File: src/bpa_pkg.sv
// package for the bitmap page allocator: sizes, mode codes, control structs
// no dependencies
package bpa_pkg;
  localparam int MaxPages = 65536;
  localparam int WordBits = 64;
  localparam int MapWords = MaxPages / WordBits;
  localparam int PageW = $clog2(MaxPages);
  localparam int CntW = PageW + 1;
  localparam int AddrW = $clog2(MapWords);
  localparam int BitW = $clog2(WordBits);

  localparam logic [1:0] MODE_ALLOC1 = 2'd0;
  localparam logic [1:0] MODE_RUN = 2'd1;
  localparam logic [1:0] MODE_FREE = 2'd2;
  localparam logic [1:0] MODE_RSV = 2'd3;

  typedef struct packed {
    logic load;        // latch request
    logic rd;          // issue read of cur word
    logic scan;        // examine read data
    logic wr;          // write back modified word
  } bpa_cmd_t;

  typedef struct packed {
    logic clr_done;
    logic scan_done;   // search or range walk finished
    logic need_wr;     // current word must be written
  } bpa_sts_t;
endpackage

File: src/bpa_ctrl.sv
// controller state machine: clearing, request load, read/scan/write loop
// depends on bpa_pkg
module bpa_ctrl
  import bpa_pkg::*;
(
  input  logic     clk,
  input  logic     rst,
  input  logic     s_valid,
  output logic     s_ready,
  output logic     m_valid,
  input  logic     m_ready,
  output bpa_cmd_t cmd,
  input  bpa_sts_t sts
);
  localparam logic [2:0] ST_INIT = 3'd0, ST_IDLE = 3'd1, ST_RD = 3'd2,
    ST_WAIT = 3'd3, ST_SCAN = 3'd4, ST_OUT = 3'd5;
  logic [2:0] state, state_next;

  assign s_ready = (state == ST_IDLE);
  assign m_valid = (state == ST_OUT);

  always_comb begin
    state_next = state;
    cmd = '0;
    unique case (state)
      ST_INIT: if (sts.clr_done) state_next = ST_IDLE;
      ST_IDLE: if (s_valid) begin
        cmd.load = 1'b1;
        state_next = ST_RD;
      end
      ST_RD: begin
        if (sts.scan_done) state_next = ST_OUT;
        else begin
          cmd.rd = 1'b1;
          state_next = ST_WAIT;
        end
      end
      ST_WAIT: state_next = ST_SCAN;
      ST_SCAN: begin
        cmd.scan = 1'b1;
        cmd.wr = sts.need_wr;
        state_next = ST_RD;
      end
      ST_OUT: if (m_ready) state_next = ST_IDLE;
      default: state_next = ST_INIT;
    endcase
  end

  always_ff @(posedge clk) begin
    if (rst) state <= ST_INIT;
    else state <= state_next;
  end
endmodule

File: config.mk
export PLATFORM = sky130hd
export DESIGN_NAME = bpa_ctrl
export DESIGN_NICKNAME = d
export VERILOG_FILES = /design/src/bpa_pkg.sv /design/src/bpa_ctrl.sv
export SDC_FILE = /design/constraint.sdc
export NUM_CORES = 1
export LEC_CHECK = 0
export ABC_AREA = 1
export BUFFER_PORTS_ARGS = -buffer_cell sky130_fd_sc_hd__buf_2
export CAP_MARGIN = 10
export CORE_AREA = 2 2 39 41
export DETAILED_ROUTE_END_ITERATION = 6
export DIE_AREA = 0 0 41 43
export HOLD_SLACK_MARGIN = 0.02
export PLACE_DENSITY_LB_ADDON = 0.1
export SLEW_MARGIN = 15
export SYNTH_ARGS = -nofsm -noshare
export SYNTH_HDL_FRONTEND = slang
export SYNTH_SLANG_ARGS = --single-unit
File: constraint.sdc
create_clock -name clk -period 1.3 [get_ports clk]
set_input_delay 0.26 -clock clk [delete_from_list [all_inputs] [get_ports clk]]
set_output_delay 0.26 -clock clk [all_outputs]
set_load 0.01 [all_outputs]
# Word level (Yosys, flattened, before mapping)
# Index checks and enable logic that the tools add are counted.
totals:
  reg_bits: 3
  word_cells: 21
classes:
  n_eq_ne: 8
  mux: 10
  reduce_logical: 2
op_table:
  columns: ["operator", "count"]
  rows:
  - ["3-bit case mux with 6 select lines", 1]
  - ["3-bit 2-to-1 mux", 4]
  - ["3-bit by 2-bit equality test with 1-bit output, second input constant", 2]
  - ["3-bit equality test, second input constant", 2]
  - ["1-bit 2-to-1 mux", 4]
  - ["2-bit != test, second input constant", 2]
  - ["3-bit by 1-bit equality test with 1-bit output, second input constant", 1]
  - ["3-bit zero test", 1]
  - ["3-bit AND reduction", 1]
  - ["2-bit 2-to-1 mux", 1]
  - ["2-bit by 1-bit != test with 1-bit output, second input constant", 1]

# Depth between registers and ports, before layout
# Gate-level depths: netlist (run 1).
depth:
  word_depth: 3
  depth_mapped: 6

# Least setup slack after synthesis (run 1)
# Ideal clock, no wire load.
synth_timing:
  path_kind: "reg-to-output"
  start: "reg state[0]"
  end: "out cmd[3] (netlist bit)"
  arrival_time_ps: 829
  t_required_ps: 1040
  slack_ps: 211
  stages_incl_launch_ff: 5
  path_cell_list: "dfxtp_1 inv_1 nor2_1 inv_1 nor3_1"
synth_lines:
  columns: ["item", "line_no", "source"]
  rows:
  - ["start: declaration", "bpa_ctrl.sv:17", "logic [2:0] state, state_next;"]
  - ["start signal: assignment", "bpa_ctrl.sv:51", "else state <= state_next;"]
  - ["end: declaration", "bpa_ctrl.sv:12", "output bpa_cmd_t cmd,"]

==> flow_metrics.env, run 1 <==
export IMPL_synth_top_area_share=0.2609
export IMPL_area_growth_pct=71.74
export IMPL_p_leak_nw=0.2120
export IMPL_grt_setup_unrepaired="true"
export IMPL_critical_path_class="reg2out"
export IMPL_crit_fanout=5
export IMPL_die_y_um=43
export IMPL_grt_max_degree=6
export IMPL_synth_cells=38
export IMPL_power_density_nw_per_um2=1046
export IMPL_syn_num_nets=45
export IMPL_detail_route_wl_per_cell_um=8.014
export IMPL_grt_use_met1=0.07348
export IMPL_top_register="state"
export IMPL_place_congestion=0.6727
export IMPL_path_cells="nor2_4 > inv_2 > nor3_2 > buf_2"
export IMPL_cp_data_required_time_ns=1.04
export IMPL_h_tree_depth=1
export IMPL_netlist_area_um2=230.2
export IMPL_cts_clk_slew_worst_paths_ns=0.03
export IMPL_clockBufferDepth=2
export IMPL_final_util=0.2857
export IMPL_power_mw=0.4136
export IMPL_cp_end_kind="output port"
export IMPL_crit_buf_inv=2
export IMPL_arrival_ns=1.02
export IMPL_routed_wl_um=593
export IMPL_firstDrtPassIters=3
export IMPL_reg_top3="state (3)"
export IMPL_dp_hpwl_um=458.5
export IMPL_fin_setup_tns_ns=0
export IMPL_floorplan_initialDensity=0.1664
export IMPL_dpl_cell_area_um2=310.3
export IMPL_fp_row_count=14
export IMPL_ys_top_cells_by_area="dfxtp_1 26%, nor2_1 15%, inv_1 11%, nand2_1 9.8%, nand2_2 5.4%"
export IMPL_clockRootBuffer="clkbuf_4"
export IMPL_critPathMaxStageDelay_ns=0.36
export IMPL_critPathLaunchType="register"
export IMPL_io_buffers=12
export IMPL_vias=279
export IMPL_finalSetupViolCount=0
export IMPL_yosysUniqueCellTypes=15
export IMPL_nets=66
export IMPL_use_met2=0.1188
export IMPL_cts_tree="yes"
export IMPL_critPathSlowestCell="dfxtp_4"
export IMPL_ys_ff_latch=3
export IMPL_drive_above_1_share=0.6207
export IMPL_final_area_um2=395.4
export IMPL_hold_viol=0
export IMPL_die_area_um2=1763
export IMPL_synth_top_area_cell="dfxtp_1"
export IMPL_drc_errors=0
export IMPL_drtIter0Drc=2
export IMPL_status="complete, no violations"
export IMPL_mostFrequentLayoutCells="12 x buf_2, 8 x nor2_1, 5 x nand2_1"
export IMPL_busiest_layer="met2"
export IMPL_tightest_slew_ns=0.1726
export IMPL_fin_crit_ns=1.278
export IMPL_period_share=0.9832
export IMPL_vdd_drop_max_uv=493.4
export IMPL_core_area_um2=1384
export IMPL_antenna_found_initial=0
export IMPL_maxCapViolations=0
export IMPL_nFillCells=164
export IMPL_whs_ns=0.2208
export IMPL_grt_pass1_wl_um=890
export IMPL_grtUsageTotal=0.07615
export IMPL_cts_buffers=3
export IMPL_cts_hold_buf=0
export IMPL_antenna_left=0
export IMPL_grtUsageMet3=0.06283
export IMPL_clock_latency_ns=0.23
export IMPL_grt_pass1_vias=250
export IMPL_ys_seq_area_frac=0.2609
export IMPL_io_pins=13
export IMPL_synth_area_per_cell_um2=6.058
export IMPL_max_freq_mhz=782.4
export IMPL_slew_headroom=0.8845
export IMPL_yosysWarnings=0
export IMPL_gr_total_overflow=0
export IMPL_vias_per_cell=3.770
export IMPL_final_common_cell="buf_2"
export IMPL_cpLargestDelayFamily="flip-flops"
export IMPL_num_antenna_cells=0
export IMPL_hold_path_class="in2reg"
export IMPL_cts_sinks=3
export IMPL_finClkSkew_ns=0.004258
export IMPL_largest_reg_flops=3
export IMPL_finalMaxSlewViolations=0
export IMPL_die_x_um=41
## metal layers
metal  part of all wire  wire (um)  up-vias
met3              0.079         47        0
met5                  0          0        -
met1               0.38        224      120
met2               0.54        321        7
met4                  0          0        0
li1                   -          -      152
## report_power, final
group / internal, mW / switching (mW) / leakage, nW
registers: 0.102 / 0.0116 / 0.0264
logic: 0.0621 / 0.0742 / 0.171
clock network: 0.115 / 0.0483 / 0.0150
## cells in the mapped netlist (all sizes together)
cell type and instances:
nor3 2, nor2 11, or2 1, a21oi 1, dfxtp 3, nand2 8
nor3b 1, nand3 3, inv 8
## worst reg2reg max path, stage by stage, from the launching register on
cell and delay (ns):
dfxtp_2 0.31, buf_4 0.13, nand2_2 0.08, nor2_4 0.04, or2_0 0.19, nor2_1 0.10, nor2_1 0.05
## through the flow
step / worst slack (ns) / std cells
floorplan: 0.2112 / 38
global placement: 0.1575 / 66
detailed placement: 0.1629 / 66
CTS: -0.007958 / 72
global route: -0.02768 / 74
finish: 0.02187 / 74
## repair_timing
action                                 4_1_cts  5_1_grt
buffers inserted                             2        2
pin swaps                                    2        4
resized for setup                            8        5
cloned                                       0        0
setup endpoints to repair                    5        3
endpoints found under the hold margin        0        0
## layout make-up
| type | count | area (um2) | area share |
|---|---|---|---|
| multi-input combinational | 27 | 160.2 | 0.4051 |
| timing repair buffer | 16 | 90.09 | 0.2278 |
| sequential | 3 | 68.82 | 0.1741 |
| inverter | 8 | 30.03 | 0.07595 |
| clock buffer | 4 | 26.28 | 0.06646 |
| tap | 16 | 20.02 | 0.05063 |
## final timing paths
check,slack (ns),startpoint,depth (start not counted),to
hold reg to reg,0.54,state[1],2,state[2]
setup reg to reg,0.29,state[0],6,state[0]
setup / recovery,0.02,state[1],4,cmd[3]
hold / removal,0.22,rst,2,state[1]
## cell families after synthesis
group                  after synthesis  synth area share
DFF                                  3            0.2609
and+or+nand+nor                     26            0.5870
AOI/OAI and AO/OA                    1           0.02172
buffers and inverters                8            0.1304
Power figures use the tool's default switching activity.
==> inputs of run 2 (changes only) <==
==> constraint.sdc (replaced) <==
create_clock -name clk -period 1.3 [get_ports clk]
set_input_delay 0.26 -clock clk [delete_from_list [all_inputs] [get_ports clk]]
set_output_delay 0.26 -clock clk [all_outputs]
set_load 0.1 [all_outputs]
==> flow_metrics.env, run 2 (synthesized netlist as in run 1, its figures left out) <==
export IMPL_critPathLaunchType="register"
export IMPL_floorplan_initialDensity=0.1664
export IMPL_die_x_um=41
export IMPL_regToRegSetupSlack_ns=0.13
export IMPL_max_freq_mhz=715.3
export IMPL_finalSetupViolCount=6
export IMPL_min_delay_path_depth=2
export IMPL_cts_tree="yes"
export IMPL_clockRootBuffer="clkbuf_4"
export IMPL_drtIter0Drc=0
export IMPL_status="complete, but fails checks"
export IMPL_finClkSkew_ns=0.00009040
export IMPL_power_mw=0.5695
export IMPL_detail_route_wl_per_cell_um=8.400
export IMPL_clockBufferDepth=2
export IMPL_vias_per_cell=3.893
export IMPL_cts_buffers=3
export IMPL_preCtsSetupSlack_ns=0.05214
export IMPL_seqPwrFrac=0.213
export IMPL_crit_fanout=5
export IMPL_cp_data_required_time_ns=1.04
export IMPL_dp_hpwl_um=483.2
export IMPL_grt_max_degree=6
export IMPL_drive_above_1_share=0.6780
export IMPL_gr_total_overflow=0
export IMPL_grt_pass1_wl_um=1028
export IMPL_maxCapViolations=0
export IMPL_grtUsageTotal=0.09228
export IMPL_cts_sinks=3
export IMPL_clock_latency_ns=0.23
export IMPL_regToRegEndpoint="state[0]"
export IMPL_fin_crit_ns=1.398
export IMPL_instances_no_fill=75
export IMPL_setup_ws_ns=-0.09809
export IMPL_final_util=0.3942
export IMPL_grt_pass1_vias=262
export IMPL_slew_headroom=0.8801
export IMPL_top_register="state"
export IMPL_nFillCells=150
export IMPL_io_pins=13
export IMPL_core_area_um2=1384
export IMPL_ff2ff_path_depth=7
export IMPL_p_switching_mw=0.2430
export IMPL_hold_path_class="in2reg"
export IMPL_violations="setup timing"
export IMPL_combPwrFrac=0.504
export IMPL_place_congestion=0.6786
export IMPL_antenna_found_initial=0
export IMPL_num_antenna_cells=0
export IMPL_area_growth_pct=137.0
export IMPL_hold_path_end="state[1]"
export IMPL_hold_viol=0
export IMPL_fp_row_count=14
export IMPL_vias=292
export IMPL_vdd_drop_max_uv=600.1
export IMPL_h_tree_depth=1
export IMPL_p_leak_nw=0.2553
export IMPL_cp_end_kind="output port"
export IMPL_io_buffers=12
export IMPL_die_area_um2=1763
export IMPL_largest_reg_flops=3
export IMPL_reg2reg_from="state[0]"
export IMPL_period_share=1.075
export IMPL_internal_power_mw=0.3265
export IMPL_firstDrtPassIters=1
export IMPL_fin_setup_tns_ns=-0.2528
export IMPL_drc_errors=0
export IMPL_min_from="rst"
export IMPL_clockPowerShare=0.283
export IMPL_tightest_slew_ns=0.1797
export IMPL_reg_top3="state (3)"
export IMPL_dp_cells=67
export IMPL_antenna_left=0
export IMPL_grt_setup_unrepaired="true"
export IMPL_routed_wl_um=630
export IMPL_nets=67
export IMPL_critical_path_class="reg2out"
export IMPL_die_y_um=43
export IMPL_finalMaxSlewViolations=0
export IMPL_power_density_nw_per_um2=1044
export IMPL_cts_clk_slew_worst_paths_ns=0.04
export IMPL_p_sw_frac=0.4267
export IMPL_crit_start="state[1]"
export IMPL_arrival_ns=1.14
export IMPL_mostFrequentLayoutCells="6 x nor2_1, 6 x buf_2, 6 x buf_12"
[run 2: changes by cell type in the layout (fill, tap and decap cells not counted), sizes merged]
cell,before,now
buf,16,17
[run 2: final cells by class]
type | instances | area (um2) | area share
Multi-Input combinational cell | 27 | 200.2 | 0.3670
Timing Repair Buffer | 17 | 187.7 | 0.3440
Sequential cell | 3 | 71.32 | 0.1307
Inverter | 8 | 40.04 | 0.07339
Clock buffer | 4 | 26.28 | 0.04817
Tap cell | 16 | 20.02 | 0.03670
[run 2: power by group through the flow]
| stage | Combinational, mW | Sequential (mW) | Clock [mW] |
|---|---|---|---|
| after floorplan | 0.182 | 0.118 | 0 |
| after global placement | 0.264 | 0.118 | 0 |
| after detailed placement | 0.263 | 0.119 | 0 |
| after CTS | 0.272 | 0.121 | 0.172 |
| after global routing | 0.305 | 0.124 | 0.186 |
| final | 0.287 | 0.121 | 0.161 |
[run 2: repair_timing]
action                     CTS  global route
setup endpoints to repair    6             6
resized for setup            7             3
pin swaps                    4             4
hold buffers                 0             0
setup buffers                1             3
[run 2: worst max-delay path by stage]
stage               endpoint  slack, ns
finish                cmd[0]       -0.1
global route          cmd[3]      -0.15
CTS                   cmd[3]      -0.10
detailed placement    cmd[3]       0.05
global placement      cmd[3]       0.06
floorplan             cmd[3]      -0.32
[run 2: critical path: stages (launching register included)]
cell and delay [ns]:
dfxtp_4 0.36, inv_4 0.07, nand2_4 0.05, nor3b_4 0.22, buf_12 0.20
[run 2: metrics by stage]
step / hold WS [ns] / cell area, um2
floorplan: 0.3194 / 281.5
global placement: 0.4553 / 459.2
detailed placement: 0.4560 / 459.2
CTS: 0.2063 / 513.0
global route: 0.2115 / 545.5
finish: 0.2164 / 545.5
[run 2: layer usage]
metal	track usage	vias up	wire, um
li1	-	157	-
met1	0.1090	124	260
met2	0.1250	11	320
met3	0.03141	0	50
met4	0.08000	0	0
met5	0	-	0
==> inputs of run 3 (changes only) <==
--- a/config.mk
+++ b/config.mk
@@ -12,7 +12,6 @@
 export DETAILED_ROUTE_END_ITERATION = 6
 export DIE_AREA = 0 0 41 43
 export HOLD_SLACK_MARGIN = 0.02
-export PLACE_DENSITY_LB_ADDON = 0.1
 export SLEW_MARGIN = 15
 export SYNTH_ARGS = -nofsm -noshare
 export SYNTH_HDL_FRONTEND = slang
==> flow_metrics.env, run 3 (synthesized netlist as in run 1, its figures left out) <==
export IMPL_crit_buf_inv=2
export IMPL_p_switching_mw=0.2461
export IMPL_critPathMaxStageDelay_ns=0.36
export IMPL_cts_clk_slew_worst_paths_ns=0.04
export IMPL_clockPowerShare=0.287
export IMPL_drc_errors=0
export IMPL_multi_input_area_um2=197.7
export IMPL_finalMaxSlewViolations=0
export IMPL_grt_setup_unrepaired="true"
export IMPL_io_buffers=12
export IMPL_max_freq_mhz=717.8
export IMPL_critPathLaunchType="register"
export IMPL_tightest_slew_ns=0.1897
export IMPL_area_growth_pct=131.5
export IMPL_routed_wl_um=616
export IMPL_hold_path_class="in2reg"
export IMPL_status="complete, but fails checks"
export IMPL_seqCellArea_um2=68.82
export IMPL_grtUsageTotal=0.09337
export IMPL_firstDrtPassIters=4
export IMPL_clockRootBuffer="clkbuf_4"
export IMPL_finClkSkew_ns=0.005846
export IMPL_top_register="state"
export IMPL_cts_tree="yes"
export IMPL_grt_pass1_wl_um=1055
export IMPL_place_congestion=0.6912
export IMPL_gr_total_overflow=0
export IMPL_clock_latency_ns=0.23
export IMPL_fp_row_count=14
export IMPL_floorplan_initialDensity=0.1664
export IMPL_cts_buffers=3
export IMPL_reg_top3="state (3)"
export IMPL_cp_data_required_time_ns=1.04
export IMPL_core_area_um2=1384
export IMPL_finalSetupViolCount=5
export IMPL_io_pins=13
export IMPL_p_leak_nw=0.2386
export IMPL_h_tree_depth=1
export IMPL_violations="setup timing"
export IMPL_critPathSlowestCell="dfxtp_4"
export IMPL_power_mw=0.5733
export IMPL_power_density_nw_per_um2=1076
export IMPL_slew_headroom=0.8734
export IMPL_grt_max_degree=6
export IMPL_dp_hpwl_um=497.6
export IMPL_p_sw_frac=0.4293
export IMPL_largest_reg_flops=3
export IMPL_num_antenna_cells=0
export IMPL_min_from="rst"
export IMPL_die_area_um2=1763
export IMPL_critical_path_class="reg2out"
export IMPL_reg2reg_from="state[0]"
export IMPL_cpLargestDelayFamily="flip-flops"
export IMPL_antenna_left=0
export IMPL_antenna_found_initial=0
export IMPL_die_x_um=41
export IMPL_cp_end_kind="output port"
export IMPL_seqPwrFrac=0.208
export IMPL_maxCapViolations=0
export IMPL_cts_sinks=3
export IMPL_path_cells="inv_4 > nand2_4 > nor3b_4 > buf_12"
export IMPL_vias=293
export IMPL_nFillCells=151
export IMPL_preCtsSetupSlack_ns=0.05727
export IMPL_drtIter0Drc=2
export IMPL_hold_viol=0
export IMPL_setup_ws_ns=-0.09317
export IMPL_clockBufferDepth=2
export IMPL_vdd_drop_max_uv=511.9
export IMPL_period_share=1.072
export IMPL_detail_route_wl_per_cell_um=8.324
export IMPL_mostFrequentLayoutCells="6 x nor2_1, 6 x buf_2, 6 x buf_12"
export IMPL_arrival_ns=1.13
export IMPL_vias_per_cell=3.959
export IMPL_fin_crit_ns=1.393
export IMPL_grt_pass1_vias=296
export IMPL_die_y_um=43
export IMPL_nets=66
export IMPL_fin_setup_tns_ns=-0.2999
export IMPL_crit_start="state[1]"
export IMPL_crit_fanout=5
export IMPL_drive_above_1_share=0.6552
export IMPL_combPwrFrac=0.505
export IMPL_internal_power_mw=0.3272
[run 3: worst paths after layout]
path	endpoint	slack (ns)	cells past startpoint
worst min-delay path	state[1]	0.22	2
worst max register to register	state[0]	0.25	6
worst min register to register	state[2]	0.56	2
worst max-delay path	cmd[0]	-0.09	4
[run 3: cell type report]
type / instances / share of cell area
timing repair buffer: 16 / 0.3380
inverter: 8 / 0.07512
sequential: 3 / 0.1291
clock buffer: 4 / 0.04930
tap: 16 / 0.03756
multi-input combinational: 27 / 0.3709
[run 3: worst register-to-register path: stages, from the launching register on]
cell and delay, ns:
dfxtp_2 0.33, buf_4 0.13, nand2_2 0.09, nor2_4 0.05, or2_0 0.20, nor2_1 0.11
nor2_1 0.04
[run 3: timing repair]
action,CTS,global route
setup endpoints to repair,6,6
pin swaps,5,1
resized for setup,6,2
hold buffers,0,0
buffers inserted,3,1
[run 3: power by group through the flow]
stage                     logic [mW]  registers, mW  clock network (mW)
after floorplan                0.182          0.118                   0
after global placement         0.254          0.120                   0
after detailed placement       0.258          0.121                   0
after CTS                      0.287          0.119               0.176
after global routing           0.308          0.121               0.187
final                          0.290          0.119               0.164
[run 3: per-layer routing]
layer / vias up / track usage / part of all wire
li1: 156 / - / -
met1: 127 / 0.1029 / 0.44
met2: 10 / 0.1344 / 0.50
met3: 0 / 0.01571 / 0.054
met4: 0 / 0.1000 / 0
met5: - / 0 / 0
[run 3: per-stage QoR]
| step | area, um2 | utilization | hold WS, ns | cells |
|---|---|---|---|---|
| floorplan | 281.5 | - | 0.3194 | 38 |
| global placement | 451.7 | 0.3264 | 0.4506 | 66 |
| detailed placement | 451.7 | 0.3264 | 0.4600 | 66 |
| CTS | 518.0 | 0.3743 | 0.2050 | 73 |
| global route | 533.0 | 0.3852 | 0.2092 | 74 |
| finish | 533.0 | 0.3852 | 0.2172 | 74 |
